**config.mk**
```make
export PLATFORM = sky130hd
export DESIGN_NAME = tsec_emit
export DESIGN_NICKNAME = d
export VERILOG_FILES = /design/src/rtl/tsec_pkg.sv /design/src/rtl/tsec_emit.sv
export SDC_FILE = /design/constraint.sdc
export NUM_CORES = 1
export LEC_CHECK = 0
export BUFFER_PORTS_ARGS = -buffer_cell sky130_fd_sc_hd__buf_2
export CORE_MARGIN = 2
export CORE_UTILIZATION = 42
export CTS_CLUSTER_SIZE = 30
export DETAILED_ROUTE_END_ITERATION = 8
export GPL_TIMING_DRIVEN = 0
export MAX_ROUTING_LAYER = met4
export PLACE_DENSITY = 0.75
export REMOVE_ABC_BUFFERS = 1
export SYNTH_ARGS = -nofsm -noshare
export SYNTH_HDL_FRONTEND = slang
export SYNTH_SLANG_ARGS = --single-unit
```
**constraint.sdc**
```tcl
create_clock -name clk -period 10.8 [get_ports clk]
set_input_delay 1.08 -clock clk [delete_from_list [all_inputs] [get_ports clk]]
set_output_delay 1.08 -clock clk [all_outputs]
set_load 0.005 [all_outputs]
```
**src/rtl/tsec_pkg.sv**
```systemverilog
// shared types and constants for the triangle setup edge corners unit
package tsec_pkg;

	localparam int EDGE_W   = 13;
	localparam int BOX_W    = 12;
	localparam int INV_W    = 32;
	localparam int IDX_W    = 2;
	localparam int CORNER_W = 2;
	localparam int STATUS_W = 2;

	// quotient bits resolved per divider stage
	localparam int DIV_STEPS_PER_STAGE = 4;

	localparam logic [STATUS_W-1:0] STATUS_FRONT = 2'd0;
	localparam logic [STATUS_W-1:0] STATUS_BACK  = 2'd1;
	localparam logic [STATUS_W-1:0] STATUS_DEGEN = 2'd2;

	localparam logic [CORNER_W-1:0] CORNER_0 = 2'd0;
	localparam logic [CORNER_W-1:0] CORNER_1 = 2'd1;
	localparam logic [CORNER_W-1:0] CORNER_2 = 2'd2;
	localparam logic [CORNER_W-1:0] CORNER_3 = 2'd3;

	localparam logic [IDX_W-1:0] EDGE_FIRST = 2'd0;
	localparam logic [IDX_W-1:0] EDGE_LAST  = 2'd2;

	typedef struct packed {
		logic signed [EDGE_W-1:0] b;
		logic signed [EDGE_W-1:0] c;
		logic [CORNER_W-1:0]      rej;
		logic [CORNER_W-1:0]      acc;
	} edge_info_t;

	typedef struct packed {
		edge_info_t [2:0]        edges;
		logic [STATUS_W-1:0]     status;
		logic signed [BOX_W-1:0] min_x;
		logic signed [BOX_W-1:0] max_x;
		logic signed [BOX_W-1:0] min_y;
		logic signed [BOX_W-1:0] max_y;
	} tri_info_t;

	localparam int M_TDATA_W = IDX_W + 2 * EDGE_W + 2 * CORNER_W + INV_W + 4 * BOX_W;

endpackage

```
**src/rtl/tsec_emit.sv**
```systemverilog
// output register that sends one beat per edge, or one for a degenerate triangle
module tsec_emit (
	input  logic                                  clk,
	input  logic                                  arst_n,
	input  logic                                  in_valid,
	input  tsec_pkg::tri_info_t                   in_info,
	input  logic signed [tsec_pkg::INV_W-1:0]     in_inv,
	output logic                                  in_ready,
	output logic                                  m_tvalid,
	input  logic                                  m_tready,
	output logic [tsec_pkg::M_TDATA_W-1:0]        m_tdata,
	output logic [tsec_pkg::STATUS_W-1:0]         m_tuser,
	output logic                                  m_tlast
);
	import tsec_pkg::*;

	logic                    busy_q;
	logic [IDX_W-1:0]        idx_q;
	tri_info_t               info_q;
	logic signed [INV_W-1:0] inv_q;

	edge_info_t              cur;
	logic                    last_beat;
	logic                    fire;
	logic                    load;

	assign last_beat = (idx_q == EDGE_LAST) || (info_q.status == STATUS_DEGEN);
	assign fire      = busy_q && m_tready;
	assign in_ready  = !busy_q || (m_tready && last_beat);
	assign load      = in_valid && in_ready;

	always_ff @(posedge clk or negedge arst_n) begin
		if (!arst_n) begin
			busy_q <= 1'b0;
			idx_q  <= EDGE_FIRST;
		end else if (load) begin
			busy_q <= 1'b1;
			idx_q  <= EDGE_FIRST;
		end else if (fire) begin
			if (last_beat) begin
				busy_q <= 1'b0;
			end else begin
				idx_q <= idx_q + 1'b1;
			end
		end
	end

	always_ff @(posedge clk) begin
		if (load) begin
			info_q <= in_info;
			inv_q  <= (in_info.status == STATUS_DEGEN) ? '0 : in_inv;
		end
	end

	always_comb begin
		case (idx_q)
			2'd1:    cur = info_q.edges[1];
			2'd2:    cur = info_q.edges[2];
			default: cur = info_q.edges[0];
		endcase
	end

	assign m_tvalid = busy_q;
	assign m_tlast  = last_beat;
	assign m_tuser  = info_q.status;
	assign m_tdata  = {info_q.max_y, info_q.min_y, info_q.max_x, info_q.min_x, inv_q,
		cur.acc, cur.rej, cur.c, cur.b, idx_q};

endmodule
```
After elaboration in Yosys (flattened, before gate mapping)
Cells that the tools add are included.
W data, S select, Z words.
- add/sub/neg operators: 1
- eq/ne operators: 5
- muxes and demuxes: 7
- reductions and logical operators: 10
- operator list (kind ; count):
    $pmux W30 S2 ; 1
    $eq A2 B2 Y1 const B ; 3
    $mux W2 ; 3
    $reduce_and A2 Y1 ; 2
    $reduce_bool A2 Y1 ; 2
    $logic_and A1 B1 Y1 ; 3
    $mux W1 ; 3
    $add A2 B1 Y2 const B ; 1
    $eq A2 B1 Y1 const B ; 1
    $logic_or A1 B1 Y1 ; 2
    $ne A2 B1 Y1 const B ; 1
    $logic_not A1 Y1 ; 1
- bits in registers: 175
- input port bits: 176
- output and inout port bits: 117
- logic and storage cells: 43

Logic depth before layout (Yosys ltp)
- word-level depth: 7
- depth in mapped cells: 6
- gate-level depth less buffers: 4

Worst setup path after synthesis
No wires, ideal clock.
- kind: input to register
- start: in m_tready
- end: reg info_q[100] in the netlist's numbering (enable)
- arrival: 9471 ps
- data required time: 10039 ps
- path slack: 568 ps
- stages on the path: 2
- path buffers: 0
- path through: o21ai_1 a21oi_1
- longest elaborated chain between the ends: 3
- ends and longest elaborated chain (element ; line ; text):
    from (decl) ; tsec_emit.sv:10 ; input logic m_tready,
    $logic_and A1 B1 Y1 ; tsec_emit.sv:29 ; assign in_ready = !busy_q || (m_tready && last_beat);
    $logic_or A1 B1 Y1 ; tsec_emit.sv:29 ;
    $logic_and A1 B1 Y1 ; tsec_emit.sv:30 ; assign load = in_valid && in_ready;
    net load ; tsec_emit.sv:25 ; logic load;
    to (signal assigned) ; tsec_emit.sv:50 ; info_q <= in_info;
    to (decl) ; tsec_emit.sv:19 ; tri_info_t info_q;
The timed path passes the listed nets, and every way through them passes these cells.
A chain may end at the register's enable or synchronous reset.

Worst setup path after layout
- start: reg idx_q[1]
- end: out m_tdata[26] in the netlist's numbering
- longest elaborated chain between the ends: 2
- elaborated cells on any way between the ends: 3
- those cells by class: 2 x eq/ne; 1 x mux
- ends and longest elaborated chain (element ; line ; text):
    from (decl) ; tsec_emit.sv:18 ; logic [IDX_W-1:0] idx_q;
    from (signal assigned) ; tsec_emit.sv:43 ; idx_q <= idx_q + 1'b1;
    $eq A2 B2 Y1 / $eq A2 B1 Y1 (equally long branches) ; tsec_emit.sv:56 ; case (idx_q)
    $pmux W30 S2 * ; tsec_emit.sv:56 ;
    to (decl) ; tsec_emit.sv:11 ; output logic [tsec_pkg::M_TDATA_W-1:0] m_tdata,
Every way passes the cells marked *; elsewhere a longest branch is shown, timed or not.

==> impl_results.md <==
* Synth async-reset ratio at 0.0171
* Clock Tree Buf Depth at 2
* # DRC at 0
* Vias at just over 4000
* GRT Residual Overflow at 0
* Chip width at 129 um
* CP required at approximately 9700 ps
* Relative slew slack at 0.123
* Initial antenna violation count at 3
* Post-cts hold buffer count at 0
* Crit Path Class: reg2out
* Area leader, netlist: edfxtp_1
* Largest net degree at the start of global routing at 62
* # rows at 45
* Tmin final at 3760 ps
* Maximum vdd drop at 0.161 mV
* Critical path arrival at between 2000 and 3000 ps
* Clock sinks at between 150 and 200
* Setup TNS at 0 ps
* Drt first-iter violations at between 200 and 250
* Synth Register Bits at approximately 180
* GP Congestion at approximately 0.8
* Crit. End Element: primary output
* Worst skew pair latency at 430 ps
* Max-cap viol count at 0
* P_sw at 546 uW
* CP max stage delay at 1030 ps
* Core area at around 15000 sq um
* CP bufs+invs at 2
* Post-synthesis cell type count at 24
* Clock Skew at 13.9 ps
* Dpl cell area at about 8000 sq um
* Final setup fails at 0
* Reg power frac at 0.457
* Layout cell share with drive strength beyond 1 at 0.515
* RSZ-0062 raised after global routing: false
* Total Routed Length at roughly 14 mm
* CP cell instances: inv_1, ha_1, a22oi_1, o21ai_0, buf_2
* First-pass GRT wire length at between 20 and 25 mm
* Worst slew pin tran at ~1300 ps
* Syn Area/Cell at between 15 and 20 sq um
* Class of the worst hold path: in2async
* Post-CTS setup buffer count at 0
* Cell with the largest stage delay on the worst path: ha_1
* Pleak at about 3.4 nW
* CP top delay family: adder cells
* Post-place setup slack at approximately 7400 ps
* Period utilization at 0.348
* Sequential-to-total area share from yosys stat at 0.805
* Area contributors post-synth: edfxtp_1, buf_4, a22oi_1
* EDFF count, synth at approximately 170
* Slew Limit Fails at 0
* Clock transition at path regs at approximately 60 ps
* Post-route cell area at 8460 sq um
* Vias in the first global route at 4186
* Root buffer cell: clkbuf_16
* Cts bufs inserted at 17
* Top_reg_cell synth: edfxtp_1
* Most frequent cell after synthesis: edfxtp_1
* Vias/cell at between 4 and 5
* TritonCTS clock tree: done
* Crit start category: register
* I/O Buffers at between 200 and 300
* Post-synthesis cell count at ~390
* Fin util at 0.557
* Outcome: complete, no violations
* All-Layer GR Usage at 0.173
* Switching Share at 0.290
* Starting Density at 0.428
* Power Density at ~220 nW/um^2
* TritonRoute pass-1 iters at 4
* Yosys warns at 0
* Clock power frac at 0.317
* Worst setup margin at approximately 7000 ps
* Power Internal at 1.34 mW
* Layout net count at between 800 and 900
* Wire per inst at approximately 17 um
* Synth-to-Final Area Change at 30.0%
* Max Freq at between 200 and 300 MHz
* Gate power share at 0.226
* Post-route ant nets at 0
* Leading post-synthesis cells by instance count: edfxtp_1, buf_4, and2_1, nand2_1
* Die Area at between 15000 and 20000 sq um
* Cells resized by post-CTS repair at 0
* H-Tree Depth at 4
* Hold Violations, Final at 0
* Critical path peak fanout at 30
* I/O pin total at 293
* Chip height at between 100 and 150 um
* Synth Cell Area at 6510 sq um
* DP Wirelength at slightly above 10 mm
* Yosys top cell area share at 0.793
==> per-layer routing <==
layer,part of all wire,global-route usage
met4,0.010,0.0563
met1,0.38,0.180
met5,0,-
met3,0.095,0.0711
met2,0.52,0.297
==> path summary, 6_finish.rpt <==
kind,endpoint,slack [ps],from,depth (start not counted)
worst max-delay path,m_tdata[26],7040,idx_q[1]$_DFFE_PN0P_,5
worst min-delay path,m_tvalid$_DFFE_PN0P_,450,arst_n,1
worst max register to register,m_tdata[101]$_DFFE_PP_,7610,idx_q[0]$_DFFE_PN0P_,6
worst min register to register,idx_q[1]$_DFFE_PN0P_,620,idx_q[1]$_DFFE_PN0P_,1
max in group asynchronous,idx_q[1]$_DFFE_PN0P_,10240,arst_n,1
min in group clk,idx_q[1]$_DFFE_PN0P_,620,idx_q[1]$_DFFE_PN0P_,1
==> through the flow <==
stage | total power [mW] | hold slack, ps | std cells
after global routing | 1.97 | 430 | 838
after global placement | 1.32 | 560 | 798
final | 1.88 | 449 | 838
after detailed placement | 1.31 | 609 | 803
after CTS | 1.90 | 424 | 835
after floorplan | 1.10 | 554 | 318
==> cell usage in the layout (no fill, tap or decap), drive strengths merged <==
cell,netlist,routed
buf,53,297
edfxtp,172,172
nand2,32,32
and2,32,32
o21ai,31,31
a22oi,30,30
clkbuf,14,17
inv,4,11
clkinv,0,4
diode,0,3
clkinvlp,0,3
dfrtp,3,3
a221o,2,2
ha,2,2
and2b,1,1
a21oi,1,1
or2,1,1
nand2b,1,1
o31a,1,1
nor2,1,1
nor4,1,1
a21o,1,1
nor4b,1,1
nor3,1,1
bufinv,0,1
==> power by group through the flow <==
stage	logic, mW	registers (mW)	clock network (mW)
after global placement	0.406	0.910	0
final	0.426	0.859	0.597
after global routing	0.474	0.866	0.634
after CTS	0.434	0.860	0.609
after floorplan	0.198	0.905	0
after detailed placement	0.433	0.875	0
==> layout make-up <==
class | count | area (sq um)
Timing Repair Buffer | 297 | 1560
Antenna cell | 3 | 7.51
Multi-Input combinational cell | 139 | 828
Inverter | 4 | 15.0
Fill cell | 1244 | 6740
Sequential cell | 175 | 5240
Clock inverter | 15 | 151
Tap cell | 188 | 235
Clock buffer | 17 | 425
==> cells by family (layout without fill, tap and decap cells) <==
logic type,after synthesis,in the layout,share of synthesized area
DFF,175,175,0.805
and+or+nand+nor,71,71,0.0563
buffers and inverters,71,333,0.0703
AOI/OAI and AO/OA,66,66,0.0649
adders and majority gates,2,2,0.00384
other,0,3,0
==> state kept, by name, indices dropped and copies added (netlist names) <==
| register | count |
|---|---|
| idx_q | 2 |
| info_q | 90 |
| inv_q | 32 |
| m_tdata | 48 |
| m_tuser | 2 |
| m_tvalid | 1 |
==> worst register-to-register path, stage by stage, from the launching register on <==
cell	delay, ps
dfrtp_1	440
inv_1	110
ha_2	720
o21ai_1	310
a21oi_4	760
buf_12	300
buf_12	240
Power figures use the tool's default switching activity.
