--- src/rtl/tsec_pkg.sv ---
// shared types and constants for the triangle setup edge corners unit
package tsec_pkg;

	localparam int EDGE_W   = 13;
	localparam int BOX_W    = 12;
	localparam int INV_W    = 32;
	localparam int IDX_W    = 2;
	localparam int CORNER_W = 2;
	localparam int STATUS_W = 2;

	// quotient bits resolved per divider stage
	localparam int DIV_STEPS_PER_STAGE = 4;

	localparam logic [STATUS_W-1:0] STATUS_FRONT = 2'd0;
	localparam logic [STATUS_W-1:0] STATUS_BACK  = 2'd1;
	localparam logic [STATUS_W-1:0] STATUS_DEGEN = 2'd2;

	localparam logic [CORNER_W-1:0] CORNER_0 = 2'd0;
	localparam logic [CORNER_W-1:0] CORNER_1 = 2'd1;
	localparam logic [CORNER_W-1:0] CORNER_2 = 2'd2;
	localparam logic [CORNER_W-1:0] CORNER_3 = 2'd3;

	localparam logic [IDX_W-1:0] EDGE_FIRST = 2'd0;
	localparam logic [IDX_W-1:0] EDGE_LAST  = 2'd2;

	typedef struct packed {
		logic signed [EDGE_W-1:0] b;
		logic signed [EDGE_W-1:0] c;
		logic [CORNER_W-1:0]      rej;
		logic [CORNER_W-1:0]      acc;
	} edge_info_t;

	typedef struct packed {
		edge_info_t [2:0]        edges;
		logic [STATUS_W-1:0]     status;
		logic signed [BOX_W-1:0] min_x;
		logic signed [BOX_W-1:0] max_x;
		logic signed [BOX_W-1:0] min_y;
		logic signed [BOX_W-1:0] max_y;
	} tri_info_t;

	localparam int M_TDATA_W = IDX_W + 2 * EDGE_W + 2 * CORNER_W + INV_W + 4 * BOX_W;

endpackage

--- src/rtl/tsec_recip.sv ---
// pipelined restoring divider for 2^IFB / |det|, up to DIV_STEPS_PER_STAGE quotient bits per stage
module tsec_recip #(
	parameter int DW  = 27,
	parameter int IFB = 30
) (
	input  logic                              clk,
	input  logic                              arst_n,
	input  logic                              adv,
	input  logic                              in_valid,
	input  tsec_pkg::tri_info_t               in_info,
	input  logic [DW-1:0]                     mag,
	input  logic                              neg,
	output logic                              out_valid,
	output tsec_pkg::tri_info_t               out_info,
	output logic signed [tsec_pkg::INV_W-1:0] inv
);
	import tsec_pkg::*;

	localparam int QW  = IFB + 1;
	localparam int RW  = DW + 1;
	localparam int SPS = DIV_STEPS_PER_STAGE;
	localparam int NS  = (QW + SPS - 1) / SPS;

	logic            v_s    [0:NS];
	tri_info_t       info_s [0:NS];
	logic            neg_s  [0:NS];
	logic [QW-1:0]   q_s    [0:NS];
	logic [RW-1:0]   rem_s  [0:NS-1];
	logic [DW-1:0]   mag_s  [0:NS-1];

	logic signed [QW:0] qs;

	assign v_s[0]    = in_valid;
	assign info_s[0] = in_info;
	assign neg_s[0]  = neg;
	assign q_s[0]    = '0;
	assign rem_s[0]  = '0;
	assign mag_s[0]  = mag;

	for (genvar st = 0; st < NS; st++) begin : g_stage
		logic [RW-1:0] rem_d;
		logic [QW-1:0] q_d;

		// numerator is a single one followed by zeros
		always_comb begin
			rem_d = rem_s[st];
			q_d   = q_s[st];
			for (int i = 0; i < SPS; i++) begin
				if (st * SPS + i < QW) begin
					rem_d = {rem_d[RW-2:0], (st * SPS + i == 0) ? 1'b1 : 1'b0};
					q_d   = {q_d[QW-2:0], 1'b0};
					if (rem_d >= {1'b0, mag_s[st]}) begin
						rem_d  = rem_d - {1'b0, mag_s[st]};
						q_d[0] = 1'b1;
					end
				end
			end
		end

		always_ff @(posedge clk or negedge arst_n) begin
			if (!arst_n) begin
				v_s[st+1] <= 1'b0;
			end else if (adv) begin
				v_s[st+1] <= v_s[st];
			end
		end

		always_ff @(posedge clk) begin
			if (adv) begin
				info_s[st+1] <= info_s[st];
				neg_s[st+1]  <= neg_s[st];
				q_s[st+1]    <= q_d;
			end
		end

		if (st + 1 < NS) begin : g_carry
			always_ff @(posedge clk) begin
				if (adv) begin
					rem_s[st+1] <= rem_d;
					mag_s[st+1] <= mag_s[st];
				end
			end
		end
	end

	always_comb begin
		qs  = signed'({1'b0, q_s[NS]});
		qs  = neg_s[NS] ? -qs : qs;
		inv = INV_W'(qs);
	end

	assign out_valid = v_s[NS];
	assign out_info  = info_s[NS];

endmodule

--- config.mk ---
export PLATFORM = sky130hd
export DESIGN_NAME = tsec_recip
export DESIGN_NICKNAME = d
export VERILOG_FILES = /design/src/rtl/tsec_pkg.sv /design/src/rtl/tsec_recip.sv
export SDC_FILE = /design/constraint.sdc
export NUM_CORES = 2
export LEC_CHECK = 0
export BUFFER_PORTS_ARGS = -buffer_cell sky130_fd_sc_hd__buf_4
export CORE_ASPECT_RATIO = 1.75
export CORE_UTILIZATION = 30
export CTS_CLUSTER_DIAMETER = 100
export CTS_CLUSTER_SIZE = 12
export DETAILED_ROUTE_END_ITERATION = 16
export GPL_TIMING_DRIVEN = 0
export MAX_ROUTING_LAYER = met4
export PLACE_DENSITY = 0.55
export RECOVER_POWER = 50
export SYNTH_ARGS = -nofsm -noshare
export SYNTH_HDL_FRONTEND = slang
export SYNTH_SLANG_ARGS = --single-unit
--- constraint.sdc ---
create_clock -name clk -period 19.1 [get_ports clk]
set_input_delay 0.955 -clock clk [delete_from_list [all_inputs] [get_ports clk]]
set_output_delay 0.955 -clock clk [all_outputs]
set_load 0.01 [all_outputs]
; ---- Word-level counts from Yosys, hierarchy flattened
; Cells that the tools add are included.
[op_classes]
add_sub_neg = 31
n_mux = 62
magnitude_cmp = 31
[op_table]
columns = op, count
row1 = greater-or-equal comparator 28 x 27 -> 1 bit, 30
row2 = two-way mux 27 bit, 30
row3 = subtractor 27 bit, 29
row4 = two-way mux 32 bit, 1
row5 = negation 31 -> 32 bit, 1
row6 = two-way mux 1 bit, 31
row7 = greater-or-equal comparator 1 x 27 -> 1 bit (first input constant), 1
row8 = subtractor 1 x 27 -> 27 bit (first input constant), 1
[totals]
in_bits = 172
output_inout_bits = 173
regBits = 1657
word_cells = 305

; ---- Logic depth before layout (Yosys ltp)
[logic_depth]
depth_word = 8
depth_mapped = 58
ltp_nobuf = 51

; ---- Least setup slack after synthesis
; OpenSTA, ideal clock, no wires.
[synth_timing]
path_type = register to register
start = reg mag_s[82] in the netlist's numbering
end = reg rem_s[66] in the netlist's numbering, data pin
path_stages_with_launch = 54
t_required_ns = 18.838
period_less_slack_ns = 11.697
slack_ns = 7.403
n_path_buf = 8
t_arrival_ns = 11.435
setup_ns = 0.262
cell_sequence = edfxtp_1 > inv_1 > ha_1 > ha_1 > nand4_1 > nor3_1 > a211o_1 > a31oi_1 > o21ai_1 > a31oi_1 > clkbuf_1 > buf_1 > mux2_2 > ha_1 > o21a_1 > o21a_1 > o21ai_0 > o31ai_2 > (+18 left out) > a21oi_1 > o211ai_2 > buf_2 > mux2_2 > ha_1 > a21o_1 > a211oi_1 > o21ai_0 > a21oi_1 > a31oi_1 > a41oi_1 > a21oi_1 > or3_1 > a21o_1 > a311o_1 > buf_2 > buf_6 > mux2_1
[synth_via]
elab_chain_cells = 8
elab_cells_between_ends = 12
classes_between = 4 x add/sub / 4 x order compare / 4 x mux
[synth_lines]
columns = element, line_no
row1 = start: declaration, tsec_recip.sv:29  ; logic [DW-1:0] mag_s [0:NS-1];
row2 = start signal: indexed assignment, tsec_recip.sv:80  ; mag_s[st+1] <= mag_s[st];
row3 = subtractor 27 bit or greater-or-equal comparator 28 x 27 -> 1 bit (tied branches), "tsec_recip.sv:53, tsec_recip.sv:52"
row4 = two-way mux 27 bit, tsec_recip.sv:52  ; if (rem_d >= {1'b0, mag_s[st]}) begin
row5 = subtractor 27 bit or greater-or-equal comparator 28 x 27 -> 1 bit (tied branches), "tsec_recip.sv:53, tsec_recip.sv:52"
row6 = two-way mux 27 bit, tsec_recip.sv:52
row7 = subtractor 27 bit or greater-or-equal comparator 28 x 27 -> 1 bit (tied branches), "tsec_recip.sv:53, tsec_recip.sv:52"
row8 = two-way mux 27 bit, tsec_recip.sv:52
row9 = subtractor 27 bit or greater-or-equal comparator 28 x 27 -> 1 bit (tied branches), "tsec_recip.sv:53, tsec_recip.sv:52"
row10 = two-way mux 27 bit *, tsec_recip.sv:52
row11 = via g_stage[4].rem_d[10], tsec_recip.sv:41  ; logic [RW-1:0] rem_d;
row12 = end signal: indexed assignment, tsec_recip.sv:79  ; rem_s[st+1] <= rem_d;
row13 = end: declaration, tsec_recip.sv:28  ; logic [RW-1:0] rem_s [0:NS-1];
; The timed path passes the listed nets; every way through them passes the cells marked *.
; A chain may end at the register's enable or synchronous reset.

; ---- Worst setup path in the final report
[layout_timing]
start = reg mag_s[28] in the netlist's numbering
end = reg rem_s[23] in the netlist's numbering, data pin
[layout_via]
elab_chain_cells = 8
elab_cells_between_ends = 12
classes_between = 4 x add/sub / 4 x order compare / 4 x mux
[layout_lines]
columns = element, line_no
row1 = subtractor 27 bit or greater-or-equal comparator 28 x 27 -> 1 bit (tied branches), "tsec_recip.sv:53, tsec_recip.sv:52"
row2 = two-way mux 27 bit, tsec_recip.sv:52
row3 = subtractor 27 bit or greater-or-equal comparator 28 x 27 -> 1 bit (tied branches), "tsec_recip.sv:53, tsec_recip.sv:52"
row4 = two-way mux 27 bit, tsec_recip.sv:52
row5 = subtractor 27 bit or greater-or-equal comparator 28 x 27 -> 1 bit (tied branches), "tsec_recip.sv:53, tsec_recip.sv:52"
row6 = two-way mux 27 bit, tsec_recip.sv:52
row7 = subtractor 27 bit or greater-or-equal comparator 28 x 27 -> 1 bit (tied branches), "tsec_recip.sv:53, tsec_recip.sv:52"
row8 = two-way mux 27 bit *, tsec_recip.sv:52
row9 = via g_stage[6].rem_d[23], tsec_recip.sv:41
; Marked as above.

==> summary.log <==
[timing] headroom to the max-slew limit -483%
[clock_tree] CTS root buffer sky130_fd_sc_hd__clkbuf_16
[global_routing] number of antenna violations at the first check in global routing 16
[cells_and_area] top library cells by usage in the layout, fill and taps aside 1649 x sky130_fd_sc_hd__edfxtp_1, 788 x sky130_fd_sc_hd__ha_1, 684 x sky130_fd_sc_hd__a21oi_1
[timing] Setup Total Neg Slack 0 ps
[synth] number of enable flip-flop cells after synthesis 1649
[cells_and_area] Final Net Count 10000
[route] routed length per instance 23.2 um
[cells_and_area] most common cell after layout, fill and taps aside sky130_fd_sc_hd__edfxtp_1
[route] iteration-0 DRC count of the detailed router 3402
[synth] async set-or-reset flop fraction in the synthesized netlist 0.483%
[worst_setup_path] Setup crit start kind register
[timing] highest clock frequency the design can meet 53.4 MHz
[synth] flop and latch count out of synthesis 1657
[global_routing] via count of the first global-routing pass 72800
[worst_setup_path] type of destination of the critical path register
[clock_tree] clock buffers created by TritonCTS 170
[place] Cell Count Post-Placement 13200
[clock_tree] buffers from clock root to sink, at most 4
[worst_setup_path] destination of the worst register-to-register timing path rem_s[23]
[place] dpl ws -153 ps
[route] Vias per Instance 5.13
[floorplan] initial core utilization 30.2%
[route] count of vias placed by the detailed router 68800
[floorplan] area of the die 329000 sq um
[min_path] cell count of the worst hold path 1
[synth] distinct cell type count of the synthesized netlist 104
[min_path] hold endpoint info_s[1014]
[place] placed wire-length estimate 253000 um
[worst_setup_path] Data required, critical path 19740 ps
[route] number of routed nets with antenna violations 0
[timing] endpoints failing hold 0
[synth] Mapped Cells 8515
[timing] Tmin final 18740 ps
[worst_setup_path] register-to-register setup slack 360 ps
[synth] number of warnings issued by yosys 0
[floorplan] std cell rows 277
[clock_tree] number of sinks on the clock net 1657
[run_status] status finished with violations
[route] number of search-and-repair iterations in the first detailed-routing pass 6
[cells_and_area] layout overhead on the synthesized area 13.2%
[global_routing] largest net degree at the start of global routing 189
[global_routing] total routing usage reported by global routing 18.9%
[worst_setup_path] slowest cell on the critical path sky130_fd_sc_hd__clkdlybuf4s15_1
[run] maximum capacitance violations 7
[worst_setup_path] worst-path maximum fanout 10
[floorplan] Core Region 325000 sq um
[timing] transition time at the pin with the least slew margin 8740 ps
[worst_setup_path] R2R cell count 51
[cells_and_area] final non-filler cell total 13400
[global_routing] first-pass GRT wire length 447000 um
[timing] setup repair after global routing missed its margin no
[synth] sequential element share of the synthesized area 50.7%
[timing] worst-case clock skew 104 ps
[worst_setup_path] critical path arrival 19380 ps
[place] IO buf count 344
[min_path] HP Class in2reg
[clock_tree] CTS tree yes
[worst_setup_path] Worst path max stage delay 760 ps
[cells_and_area] Filler Cells Inserted 32600
[synth] Main synth FF type sky130_fd_sc_hd__edfxtp_1
[worst_setup_path] Reg2Reg Launch Point mag_s[28]
[timing] final slew viol count 570
[clock_tree] clock input transition at the sequential cells of the worst setup and hold paths 70 ps
[clock_tree] Clk Latency, worst-skew pair 900 ps
[timing] least setup slack across all paths after layout 360 ps
[route] sum of routed wire length over all layers 312000 um
[synth] combined area of all synthesized cells 98000 sq um
[cells_and_area] fraction of layout cells with a size suffix above 1 13.4%
[clock_tree] number of H-tree levels 4
[place] placer congestion estimate 0.981
[floorplan] top-level port count 345
[run_status] failing checks max-capacitance violations, max-slew violations
[synth] synthesized area divided by synthesized cell count 11.5 sq um
[worst_setup_path] Critical Setup Path Class reg2reg
[floorplan] height of the die 758 um
[timing] total of endpoints with negative setup slack in the final report 0
[timing] final worst path period share 98.1%
[global_routing] grt total ovfl 0
[min_path] Hold Path Origin in_info[34]
[timing] final hold slack 272 ps
[floorplan] horizontal extent of the die 434 um
[route] DRC violations left 0
## routing by layer
metal	GRT usage (%)	up-vias	part of all wire [%]
met3	2.20	854	2.8
met4	15.8	0	9.6
met5	-	-	0
met2	37.9	1513	58
met1	14.5	33500	30
li1	-	32900	-
## worst max path at each step
stage,from,to,depth (start not counted)
finish,mag_s[28],rem_s[23],51
global route,mag_s[28],rem_s[23],51
CTS,mag_s[119],rem_s[105],49
detailed placement,mag_s[119],rem_s[105],49
global placement,mag_s[27],rem_s[23],50
floorplan,mag_s[82],rem_s[66],53
## cell families (layout without fill, tap and decap cells)
logic type	Yosys count	in the layout	synth area share [%]
buffers and inverters	714	1285	3.39
adder cells (fa/ha/maj)	795	795	10.2
flip-flops	1657	1657	50.7
AO/OA/AOI/OAI	2279	2279	15.0
AND/OR/NAND/NOR	1986	1986	9.79
other	1	18	0.00383
multiplexers	453	453	5.23
XOR/XNOR	630	630	5.63
## registers in the layout, summed over array words and instances, names as in the netlist
name         cells
mag_s          189
rem_s          189
g_stage.q_d    112
neg_s            8
out_valid        1
q_s             31
out_info       140
info_s         980
v_s              7
## through the flow
stage          area, sq um  util (%)
6_report            111000      34.1
5_1_grt             111000      34.1
4_1_cts             111000      34.2
3_5_place_dp        106000      32.8
3_3_place_gp        106000      32.6
2_1_floorplan        98100         -
## Yosys cell counts, types with 38 or more instances
cell / number / area [sq um]
sky130_fd_sc_hd__edfxtp_1: 1649 / 49500
sky130_fd_sc_hd__ha_1: 788 / 9860
sky130_fd_sc_hd__a21oi_1: 684 / 3420
sky130_fd_sc_hd__nor2_1: 550 / 2060
sky130_fd_sc_hd__nand2_1: 506 / 1900
sky130_fd_sc_hd__o21ai_0: 440 / 2200
sky130_fd_sc_hd__xnor2_1: 429 / 3760
sky130_fd_sc_hd__inv_1: 411 / 1540
sky130_fd_sc_hd__mux2_2: 380 / 4280
sky130_fd_sc_hd__a21o_1: 321 / 2410
sky130_fd_sc_hd__xor2_1: 201 / 1760
sky130_fd_sc_hd__nand3_1: 155 / 776
sky130_fd_sc_hd__buf_4: 146 / 1100
sky130_fd_sc_hd__o21a_1: 138 / 1040
sky130_fd_sc_hd__nor3_1: 134 / 671
sky130_fd_sc_hd__nand2b_1: 119 / 744
sky130_fd_sc_hd__nor2b_1: 104 / 651
sky130_fd_sc_hd__clkbuf_1: 89 / 334
sky130_fd_sc_hd__o21bai_1: 86 / 646
sky130_fd_sc_hd__and3_1: 83 / 519
sky130_fd_sc_hd__a31oi_1: 81 / 507
sky130_fd_sc_hd__a211oi_1: 71 / 533
sky130_fd_sc_hd__nand4_1: 63 / 394
sky130_fd_sc_hd__o31ai_1: 58 / 435
sky130_fd_sc_hd__and2_1: 57 / 357
sky130_fd_sc_hd__o211ai_1: 57 / 428
sky130_fd_sc_hd__or3_1: 53 / 332
sky130_fd_sc_hd__mux2i_1: 45 / 450
sky130_fd_sc_hd__or2_2: 43 / 269
sky130_fd_sc_hd__a21boi_0: 38 / 285
## layout make-up
cell class / instances / area [sq um] / share of cell area [%]
Antenna cell: 6 / 15.0 / 0.0135
Buffer: 288 / 1740 / 1.57
Clock buffer: 186 / 4400 / 3.97
Clock inverter: 23 / 283 / 0.255
Inverter: 425 / 1600 / 1.44
Multi-Input combinational cell: 6155 / 45100 / 40.6
Sequential cell: 1657 / 49700 / 44.8
Tap cell: 4324 / 5410 / 4.88
Timing Repair Buffer: 363 / 2720 / 2.46
## critical path: cells and delay by family (launching register included)
family / cells / cell delay (ps)
compound gates: 25 / 8360
buf+inv: 10 / 4960
simple gates: 12 / 3240
fa+ha+maj: 4 / 1360
flops: 1 / 530
## what timing repair did
| action | 4_1_cts | 5_1_grt |
|---|---|---|
| hold buffers | 1 | 0 |
| endpoints found under the setup margin | 24 | 28 |
| buffers inserted | 0 | 0 |
| gates resized for setup | 3 | 3 |
| pin swaps | 0 | 0 |
| hold endpoints to repair | 8 | 0 |
Power is not shown: default switching activity piles up to over one toggle a cycle in this logic, so the estimate is an artifact.
