`src/rtl/tsec_pkg.sv`:
```
// shared types and constants for the triangle setup edge corners unit
package tsec_pkg;

	localparam int EDGE_W   = 13;
	localparam int BOX_W    = 12;
	localparam int INV_W    = 32;
	localparam int IDX_W    = 2;
	localparam int CORNER_W = 2;
	localparam int STATUS_W = 2;

	// quotient bits resolved per divider stage
	localparam int DIV_STEPS_PER_STAGE = 4;

	localparam logic [STATUS_W-1:0] STATUS_FRONT = 2'd0;
	localparam logic [STATUS_W-1:0] STATUS_BACK  = 2'd1;
	localparam logic [STATUS_W-1:0] STATUS_DEGEN = 2'd2;

	localparam logic [CORNER_W-1:0] CORNER_0 = 2'd0;
	localparam logic [CORNER_W-1:0] CORNER_1 = 2'd1;
	localparam logic [CORNER_W-1:0] CORNER_2 = 2'd2;
	localparam logic [CORNER_W-1:0] CORNER_3 = 2'd3;

	localparam logic [IDX_W-1:0] EDGE_FIRST = 2'd0;
	localparam logic [IDX_W-1:0] EDGE_LAST  = 2'd2;

	typedef struct packed {
		logic signed [EDGE_W-1:0] b;
		logic signed [EDGE_W-1:0] c;
		logic [CORNER_W-1:0]      rej;
		logic [CORNER_W-1:0]      acc;
	} edge_info_t;

	typedef struct packed {
		edge_info_t [2:0]        edges;
		logic [STATUS_W-1:0]     status;
		logic signed [BOX_W-1:0] min_x;
		logic signed [BOX_W-1:0] max_x;
		logic signed [BOX_W-1:0] min_y;
		logic signed [BOX_W-1:0] max_y;
	} tri_info_t;

	localparam int M_TDATA_W = IDX_W + 2 * EDGE_W + 2 * CORNER_W + INV_W + 4 * BOX_W;

endpackage

```
`src/rtl/tsec_det.sv`:
```
// determinant, orientation fix and tile corner selection (stages 3 to 5)
module tsec_det #(
	parameter int BW = 13
) (
	input  logic                              clk,
	input  logic                              arst_n,
	input  logic                              adv,
	input  logic                              in_valid,
	input  logic signed [BW-1:0]              b [3],
	input  logic signed [BW-1:0]              c [3],
	input  logic signed [tsec_pkg::BOX_W-1:0] min_x,
	input  logic signed [tsec_pkg::BOX_W-1:0] max_x,
	input  logic signed [tsec_pkg::BOX_W-1:0] min_y,
	input  logic signed [tsec_pkg::BOX_W-1:0] max_y,
	output logic                              out_valid,
	output tsec_pkg::tri_info_t               info,
	output logic [2*BW:0]                     mag,
	output logic                              neg
);
	import tsec_pkg::*;

	localparam int DW = 2 * BW + 1;

	logic                    v_s3;
	logic signed [2*BW-1:0]  p1_s3, p2_s3;
	logic signed [BW-1:0]    b_s3 [3];
	logic signed [BW-1:0]    c_s3 [3];
	logic signed [BOX_W-1:0] box_s3 [4];

	logic                    v_s4;
	logic signed [DW-1:0]    det_s4;
	logic signed [BW-1:0]    b_s4 [3];
	logic signed [BW-1:0]    c_s4 [3];
	logic signed [BOX_W-1:0] box_s4 [4];

	logic                    v_s5;
	tri_info_t               info_s5;
	logic [DW-1:0]           mag_s5;
	logic                    neg_s5;

	tri_info_t               info_d;
	logic [DW-1:0]           mag_d;
	logic                    neg_d;
	logic                    zero_d;
	logic signed [BW-1:0]    bf, cf;
	logic                    nx, ny;

	always_ff @(posedge clk or negedge arst_n) begin
		if (!arst_n) begin
			v_s3 <= 1'b0;
			v_s4 <= 1'b0;
			v_s5 <= 1'b0;
		end else if (adv) begin
			v_s3 <= in_valid;
			v_s4 <= v_s3;
			v_s5 <= v_s4;
		end
	end

	// stage 3: the two cross products
	always_ff @(posedge clk) begin
		if (adv) begin
			p1_s3     <= (2 * BW)'(c[2]) * (2 * BW)'(b[1]);
			p2_s3     <= (2 * BW)'(c[1]) * (2 * BW)'(b[2]);
			b_s3      <= b;
			c_s3      <= c;
			box_s3[0] <= min_x;
			box_s3[1] <= max_x;
			box_s3[2] <= min_y;
			box_s3[3] <= max_y;
		end
	end

	// stage 4: det = c1*b2 - c2*b1
	always_ff @(posedge clk) begin
		if (adv) begin
			det_s4 <= DW'(p2_s3) - DW'(p1_s3);
			b_s4   <= b_s3;
			c_s4   <= c_s3;
			box_s4 <= box_s3;
		end
	end

	// stage 5: sign fix, corners, status
	always_comb begin
		neg_d  = det_s4[DW-1];
		zero_d = (det_s4 == '0);
		mag_d  = neg_d ? DW'(-det_s4) : DW'(det_s4);
		info_d = '0;
		for (int k = 0; k < 3; k++) begin
			bf = neg_d ? -b_s4[k] : b_s4[k];
			cf = neg_d ? -c_s4[k] : c_s4[k];
			nx = bf[BW-1];
			ny = !cf[BW-1] && (cf != '0);
			info_d.edges[k].b = EDGE_W'(bf);
			info_d.edges[k].c = EDGE_W'(cf);
			case ({nx, ny})
				2'b11: begin
					info_d.edges[k].rej = CORNER_3;
					info_d.edges[k].acc = CORNER_0;
				end
				2'b10: begin
					info_d.edges[k].rej = CORNER_1;
					info_d.edges[k].acc = CORNER_2;
				end
				2'b01: begin
					info_d.edges[k].rej = CORNER_2;
					info_d.edges[k].acc = CORNER_1;
				end
				default: begin
					info_d.edges[k].rej = CORNER_0;
					info_d.edges[k].acc = CORNER_3;
				end
			endcase
		end
		if (zero_d) begin
			info_d.edges  = '0;
			info_d.status = STATUS_DEGEN;
		end else if (neg_d) begin
			info_d.status = STATUS_BACK;
		end else begin
			info_d.status = STATUS_FRONT;
		end
		info_d.min_x = box_s4[0];
		info_d.max_x = box_s4[1];
		info_d.min_y = box_s4[2];
		info_d.max_y = box_s4[3];
	end

	always_ff @(posedge clk) begin
		if (adv) begin
			info_s5 <= info_d;
			mag_s5  <= mag_d;
			neg_s5  <= neg_d;
		end
	end

	assign out_valid = v_s5;
	assign info      = info_s5;
	assign mag       = mag_s5;
	assign neg       = neg_s5;

endmodule

```
`config.mk`:
```
export PLATFORM = sky130hd
export DESIGN_NAME = tsec_det
export DESIGN_NICKNAME = d
export VERILOG_FILES = /design/src/rtl/tsec_pkg.sv /design/src/rtl/tsec_det.sv
export SDC_FILE = /design/constraint.sdc
export NUM_CORES = 1
export LEC_CHECK = 0
export BUFFER_PORTS_ARGS = -buffer_cell sky130_fd_sc_hd__buf_2
export CAP_MARGIN = 10
export CORE_UTILIZATION = 26
export CTS_BUF_LIST = sky130_fd_sc_hd__clkbuf_4 sky130_fd_sc_hd__clkbuf_8 sky130_fd_sc_hd__clkbuf_16
export CTS_CLUSTER_SIZE = 16
export DETAILED_ROUTE_END_ITERATION = 16
export GPL_TIMING_DRIVEN = 0
export MAX_ROUTING_LAYER = met4
export PLACE_DENSITY_LB_ADDON = 0.05
export SYNTH_ARGS = -nofsm -noshare
export SYNTH_HDL_FRONTEND = slang
export SYNTH_SLANG_ARGS = --single-unit
```
`constraint.sdc`:
```
create_clock -name clk -period 3.7 [get_ports clk]
set_input_delay 0.185 -clock clk [delete_from_list [all_inputs] [get_ports clk]]
set_output_delay 0.185 -clock clk [all_outputs]
set_load 0.01 [all_outputs]
```
# Yosys cells after proc, flatten, opt, wreduce, memory -nomap -nowiden

Cells that the tools add are included.

Memory bits (read-only): 0
Bits in writable memories: 0
Logic and storage cells: 86
Memories: 0
Bits in latches: 0
Bits in registers: 502

Div/mod/pow operators: 0
$mul: 2
Order comparisons: 0
Shift-type cells: 0
Eq/ne operators: 9
Reductions and logical operators: 10
Add/subtract/negate cells: 8
Bitwise operators: 0
Muxes and demuxes: 11

Operators by type and width:

| operator             | count |
|---|---|
| $mux W13             | 6 |
| $neg A13 Y13         | 6 |
| $mul A13 B13 Y26     | 2 |
| $reduce_bool A13 Y1  | 3 |
| $pmux W4 S3          | 3 |
| $logic_not A27 Y1    | 1 |
| $neg A27 Y27         | 1 |
| $sub A26 B26 Y27     | 1 |
| $mux W26             | 1 |
| $eq A2 B2 Y1 const B | 6 |
| $eq A2 B1 Y1 const B | 3 |
| $logic_and A1 B1 Y1  | 3 |
| $logic_not A1 Y1     | 3 |
| $mux W1              | 1 |

# Longest topological paths before layout

Gate-level depths: netlist of run 1.

Depth in word-level cells: 6
Depth in mapped cells: 23
Depth with buffers taken out: 22

# Worst setup path before layout of run 1

No wires, ideal clock.

Path kind: input -> register
Start: in b[3] (netlist name)
End: reg p2_s3[24], data pin
Cell stages on the path: 19
Arrival: 5.103 ns
Slack: -1.665 ns
Buffers on the path: 1
Path through: clkbuf_1 -> and2_1 -> fa_1 -> inv_1 -> fa_1 -> inv_1 -> fa_1 -> fa_1 -> fa_1 -> ha_1 -> ha_1 -> a211oi_1 -> o211ai_1 -> a41oi_1 -> o31ai_1 -> nand4_1 -> nand2_1 -> o31ai_1 -> xnor2_1

Longest elaborated chain between the ends: 1

Ends and longest elaborated chain:

| item                   | line           | source |
|---|---|---|
| start: declaration     | tsec_det.sv:9  | `input logic signed [BW-1:0] b [3],` |
| $mul A13 B13 Y26       | tsec_det.sv:64 | `p2_s3 <= (2 * BW)'(c[1]) * (2 * BW)'(b[2]);` |
| end signal: assignment | tsec_det.sv:64 |  |
| end: declaration       | tsec_det.sv:25 | `logic signed [2*BW-1:0] p1_s3, p2_s3;` |

No other way between the ends.
A chain may end at the register's enable or synchronous reset.

# Worst setup path in the final report of run 1

Start: in c[10] (netlist name)
End: reg p1_s3[24], data pin

Longest elaborated chain between the ends: 1

Ends and longest elaborated chain:

| item                   | line           | source |
|---|---|---|
| start: declaration     | tsec_det.sv:10 | `input logic signed [BW-1:0] c [3],` |
| $mul A13 B13 Y26       | tsec_det.sv:63 | `p1_s3 <= (2 * BW)'(c[2]) * (2 * BW)'(b[1]);` |
| end signal: assignment | tsec_det.sv:63 |  |
| end: declaration       | tsec_det.sv:25 |  |

No other way between the ends.

==> results of run 1 <==
sequential cells by signal, indices dropped and copies added (netlist names):
register and flops:
p2_s3 26, info 140, b_s4 39, c_s4 39, out_valid 1, c_s3 39
v_s4 1, p1_s3 26, neg 1, v_s3 1, mag 27, box_s4 48
box_s3 48, det_s4 27, b_s3 39
stage by stage:
stage	power (W)	instance area [um^2]
after detailed placement	0.0326	36100
final	0.0435	41700
after global routing	0.0475	41700
after CTS	0.0425	41300
after global placement	0.0326	36000
after floorplan	0.0261	32500
metal layers:
metal  share of wire  vias up
met5               0        -
met4           0.021        0
met2            0.48      461
li1                -     9670
met3           0.055       92
met1            0.45    10400
final timing paths:
path,start,cells past startpoint,endpoint
max,c[10],19,p1_s3[24]
min,c[14],3,p2_s3[1]
max reg2reg,det_s4[26],6,mag[16]
min reg2reg,c_s3[10],0,c_s4[10]
max in group asynchronous,arst_n,3,out_valid
min in group asynchronous,arst_n,3,v_s4
cell type report:
class / count / area (um^2)
diodes: 3 / 7.51
repair buffers: 527 / 4000
clock inverters: 39 / 507
flip-flops and latches: 502 / 15100
fillers: 12000 / 78900
well taps: 1612 / 2020
multi-input cells: 1580 / 16000
plain buffers: 80 / 1100
inverters: 383 / 1450
clock buffers: 70 / 1580
repair_timing:
item | 4_1_cts | 5_1_grt
endpoints found under the setup margin | 40 | 37
gates resized for setup | 272 | 88
pin swaps | 76 | 83
buffers inserted | 73 | 19
gates cloned | 5 | 0
hold endpoints to repair | 173 | 0
hold buffers | 131 | 0
logic make-up (layout without fill, tap and decap cells):
kind of cell / after synthesis / after routing
buffers and inverters: 466 / 1099
AOI/OAI and AO/OA: 284 / 284
DFF: 502 / 502
and+or+nand+nor: 648 / 648
adders and majority gates: 492 / 492
xor gates and xnor gates: 149 / 149
muxes: 7 / 7
other: 0 / 3
cell usage in the layout (no fill, tap or decap), types with 45 or more instances in the layout:
cell type	synthesis	layout
edfxtp_1	499	499
inv_1	381	363
fa_1	325	295
buf_2	7	264
nand2_1	260	250
dlygate4sd3_1	0	131
ha_1	167	123
and2_1	144	118
xnor2_1	103	98
nor2_1	98	92
clkbuf_16	0	88
buf_4	0	87
o21ai_0	102	83
xor2_1	46	45
critical path, stage by stage:
cell,delay [ns]
buf_6,0.11
clkbuf_8,0.14
and2_4,0.15
fa_1,0.52
inv_2,0.04
fa_1,0.52
inv_2,0.04
fa_2,0.54
fa_1,0.43
fa_1,0.51
fa_2,0.45
ha_4,0.17
or3_4,0.36
o21a_1,0.20
o31a_1,0.14
a41o_1,0.27
a31o_2,0.25
a21oi_2,0.15
xnor2_2,0.08
where the power goes:
| group | internal [W] | switching, W |
|---|---|---|
| Combinational | 0.0135 | 0.0146 |
| Sequential | 0.00870 | 0.000462 |
| Clock | 0.00381 | 0.00246 |
| Total | 0.0260 | 0.0175 |
==> results.toml, run 1 <==
[layout]
drive_above_1_share = 0.240
final_cells = 4796
synthToLayoutAreaGrowth_pct = 31.4
layout.nets = 3756
utilization = 0.346

[floorplanning]
initial_utilization = 0.263
fp.dieH_um = 352
die_width_um = 352
io_pins = 299
core_area_um2 = 121000
die_area_um2 = 124000
rows = 127

[clock_tree]
clk_latency_ns = 0.65
cts_tree = "done"
clockRootBuffer = "clkbuf_16"
htreeDepth = 2
cts_buffers = 60
cts_sinks = 502
clk_pin_slew_worst_paths_ns = 0.07
cts.path.max_buffers = 3

[synth]
yosys_register_bits = 502
synthSimpleGateAreaFrac = 0.0990
ys_top_cells_by_area = "edfxtp_1 47%, fa_1 20%, ha_1 6.6%"
synth_cell_types = 67
synthCells = 2548
synth_top_area_frac = 0.472
synth_top_family_by_area = "adder cells"
synth_top_cells_by_count = "499 x edfxtp_1, 381 x inv_1, 325 x fa_1"
synth-xor-area-share = 0.0411
synth_fp_nets = 3170
synth_fa_ha_area_frac = 0.271
yosysMostFrequentCell = "edfxtp_1"
synthMuxAreaShare = 0.00232
synth_ff_type = "edfxtp_1"
syn-cell-area_um2 = 31800
ys_warn_count = 0
synth_seq_area_share = 0.474
synth_top_area_cell = "edfxtp_1"
synth-edff-count = 499
synthArstFlopShare = 0.00598
synth-compound-area-share = 0.0571
syn_avg_cell_area_um2 = 12.5

[setup_path]
r2r_setup_slack_ns = 0.30
cp-end-kind = "flip-flop"
crit_type = "in -> reg"
cp_data_arrival_time_ns = 5.28
cp-start-kind = "input pin"
path_max_fanout = 6
required_ns = 4.10

[global_routing]
grt_pass1_wl_um = 136000
grt_usage = 0.151
grt_overflow = 0
use_met1 = 0.192
met2_usage = 0.246
busiest_layer = "met2"
first_global_vias = 22400
grt_max_degree = 129
antenna_found_initial = 3
grt_util_met3 = 0.0296

[timing]
skew_ns = 0.0197
fin_ws_ns = -1.18
worst_pin_slew_ns = 1.07
relSlewSlack = 0.286
min_period_ns = 4.88
rsz0062_at_grt = "true"
fin_setup_tns_ns = -24.03
finalHoldViolations = 0
maxSlewViolCount = 0
fmax_mhz = 205
holdWs_ns = 0.0647
setup_viol = 35
timing.final.crit_share = 1.32

[routing]
drcViolationCount = 0
viasPerCell = 4.30
antenna_left = 0
drt_iter0_drc = 1182
wl_per_cell_um = 18.6
drt_first_pass_iters = 5
finalWirelength_um = 89200
vias = 20600

[placement]
port_buffers = 298
dp_hpwl_um = 67600
placed_cells_incl_taps = 4463
pre_cts_slack_ns = -2.44
gp_congestion = 0.833

[power]
p_leak_nw = 17.3
power_density_nw_per_um2 = 1040
vdd_drop_max_v = 0.000941

[hold_path]
hp-class = "in -> reg"

[outcome]
violations = "setup timing"
status = "finished with violations"

[run]
drv_cap = 0
(Power assumes the default switching activity.)
==> run 2: changes to the inputs <==
--- a/config.mk
+++ b/config.mk
@@ -11,9 +11,9 @@
 export CTS_BUF_LIST = sky130_fd_sc_hd__clkbuf_4 sky130_fd_sc_hd__clkbuf_8 sky130_fd_sc_hd__clkbuf_16
 export CTS_CLUSTER_SIZE = 16
 export DETAILED_ROUTE_END_ITERATION = 16
-export GPL_TIMING_DRIVEN = 0
 export MAX_ROUTING_LAYER = met4
 export PLACE_DENSITY_LB_ADDON = 0.05
+export SETUP_SLACK_MARGIN = 0.1
 export SYNTH_ARGS = -nofsm -noshare
 export SYNTH_HDL_FRONTEND = slang
 export SYNTH_SLANG_ARGS = --single-unit
==> run 2 against run 1 <==
  * The flow still finishes with violations (setup timing)
  * Global-route usage fell by 0.81 points
  * Combinational power is 7% higher
  * Register-to-register slack gained 0.03 ns
  * Largest power group unchanged
  * Clock skew grew 0.0032 ns
  * Critical path depth down 2
  * First-iteration DRC count down 12%
  * Fmax increased by 2.1%
  * Non-clock buffer count rose by 122
==> results.toml, run 2 (same netlist as run 1, synthesis figures left out) <==
[outcome]
status = "finished with violations"
violations = "setup timing"

[global_routing]
first_global_vias = 22600
grt_max_degree = 85
grt_overflow = 0
grt_usage = 0.143
grt_pass1_wl_um = 132000
antenna_found_initial = 3

[layout]
largest_reg_flops = 140
layout.nets = 3884
regArea_um2 = 15100
layout_commonest_cell = "edfxtp_1"
synthToLayoutAreaGrowth_pct = 33.2
fillers = 11900
layout_common_cells = "499 x edfxtp_1, 362 x inv_1, 301 x fa_1"
drive_above_1_share = 0.280
multiInputGateArea_um2 = 16000

[power]
p_int_w = 0.0278
seq_power_share = 0.203
swShare = 0.386
vdd_drop_max_v = 0.000998
p_leak_nw = 17.8
clkPwrFrac = 0.135
p_sw_w = 0.0175
power_frac_comb = 0.662
power_density_nw_per_um2 = 1070

[placement]
dp_hpwl_um = 64400
port_buffers = 298
gp_congestion = 0.818

[timing]
fin_setup_tns_ns = -21.14
finalHoldViolations = 0
setup_viol = 34
timing.final.crit_share = 1.29
skew_ns = 0.0230
fin_ws_ns = -1.08
relSlewSlack = 0.400
worst_pin_slew_ns = 0.898
maxSlewViolCount = 0
min_period_ns = 4.78
fmax_mhz = 209
rsz0062_at_grt = "true"
holdWs_ns = 0.0295

[routing]
antenna_left = 0
vias = 20900
drcViolationCount = 0
viasPerCell = 4.24
drt_iter0_drc = 1038
drt_first_pass_iters = 5
finalWirelength_um = 83700
wl_per_cell_um = 17.0

[setup_path]
cp_data_arrival_time_ns = 5.15
crit_chain = "buf_4 -> and2_4 -> fa_1 -> inv_2 -> fa_1 -> inv_1 -> fa_1 -> fa_1 -> fa_1 -> fa_2 -> ha_4 -> or3_4 -> o21ai_4 -> nor3_2 -> o211a_1 -> o41a_1 -> xnor2_1"
crit_type = "in -> reg"
cpMaxStageDelayCell = "fa_1"
cpLargestDelayFamily = "adder cells"
path_common_cell = "fa_1"
cp_num_buf_inv = 3
path_max_fanout = 4
cp-end-kind = "flip-flop"
required_ns = 4.07
critPathMaxStageDelay_ns = 0.54
cp-start-kind = "input pin"

[clock_tree]
clockRootBuffer = "clkbuf_16"
cts_tree = "done"
cts_sinks = 502
cts.path.max_buffers = 3
cts_buffers = 66
clk_latency_ns = 0.61
clk_pin_slew_worst_paths_ns = 0.06
htreeDepth = 3

[floorplanning]
io_pins = 299
initial_utilization = 0.263
rows = 127
die_area_um2 = 124000
fp.dieH_um = 352
core_area_um2 = 121000
die_width_um = 352

[run]
drv_cap = 0

[hold_path]
hp-class = "in -> reg"
run 2: layout make-up:
cell class | count | share of cell area
multi-input cells | 1580 | 0.379
flip-flops and latches | 502 | 0.356
repair buffers | 729 | 0.134
well taps | 1612 | 0.0476
clock buffers | 74 | 0.0409
inverters | 383 | 0.0340
clock inverters | 40 | 0.00845
diodes | 2 | 0.000118
run 2: what timing repair did:
| action | CTS | global route |
|---|---|---|
| pin swaps | 84 | 86 |
| setup endpoints to repair | 36 | 38 |
| hold endpoints to repair | 120 | 0 |
| setup buffers | 13 | 19 |
| hold buffers | 119 | 0 |
| gates resized for setup | 147 | 118 |
run 2: final timing paths:
path / startpoint / to / slack, ns / depth (start not counted)
worst max register to register: det_s4[18] / info[133] / 0.33 / 8
max in group asynchronous: arst_n / v_s4 / 3.09 / 3
worst min-delay path: c[5] / c_s3[5] / 0.03 / 3
worst max-delay path: b[21] / p1_s3[25] / -1.08 / 17
worst min register to register: c_s3[12] / c_s4[12] / 0.40 / 0
min in group asynchronous: arst_n / v_s3 / 0.46 / 3
run 2: worst min-delay path: stages:
cell and delay, ns:
buf_6 0.07, buf_6 0.13, buf_6 0.12
run 2: layer usage:
metal / GRT usage / vias to the layer above / share of wire
li1: - / 9926 / -
met1: 0.193 / 10500 / 0.47
met2: 0.220 / 398 / 0.46
met3: 0.0266 / 95 / 0.052
met4: 0.0339 / 0 / 0.019
met5: - / - / 0
run 2: stage by stage:
step / area, um^2 / power (W) / worst slack [ns] / utilization / std cells
after floorplan: 32500 / 0.0261 / -1.42 / - / 2548
after global placement: 37800 / 0.0361 / -1.73 / 0.313 / 4657
after detailed placement: 37800 / 0.0361 / -1.75 / 0.313 / 4657
after CTS: 41700 / 0.0447 / -1.02 / 0.346 / 4903
after global routing: 42300 / 0.0497 / -1.19 / 0.351 / 4922
final: 42300 / 0.0454 / -1.08 / 0.351 / 4922
run 2: power by group through the flow:
stage,registers [W],clock network (W),logic [W]
final,0.00921,0.00611,0.0300
after global routing,0.00934,0.00658,0.0338
after CTS,0.00925,0.00638,0.0291
after detailed placement,0.00934,0,0.0267
after global placement,0.00933,0,0.0268
after floorplan,0.00937,0,0.0168
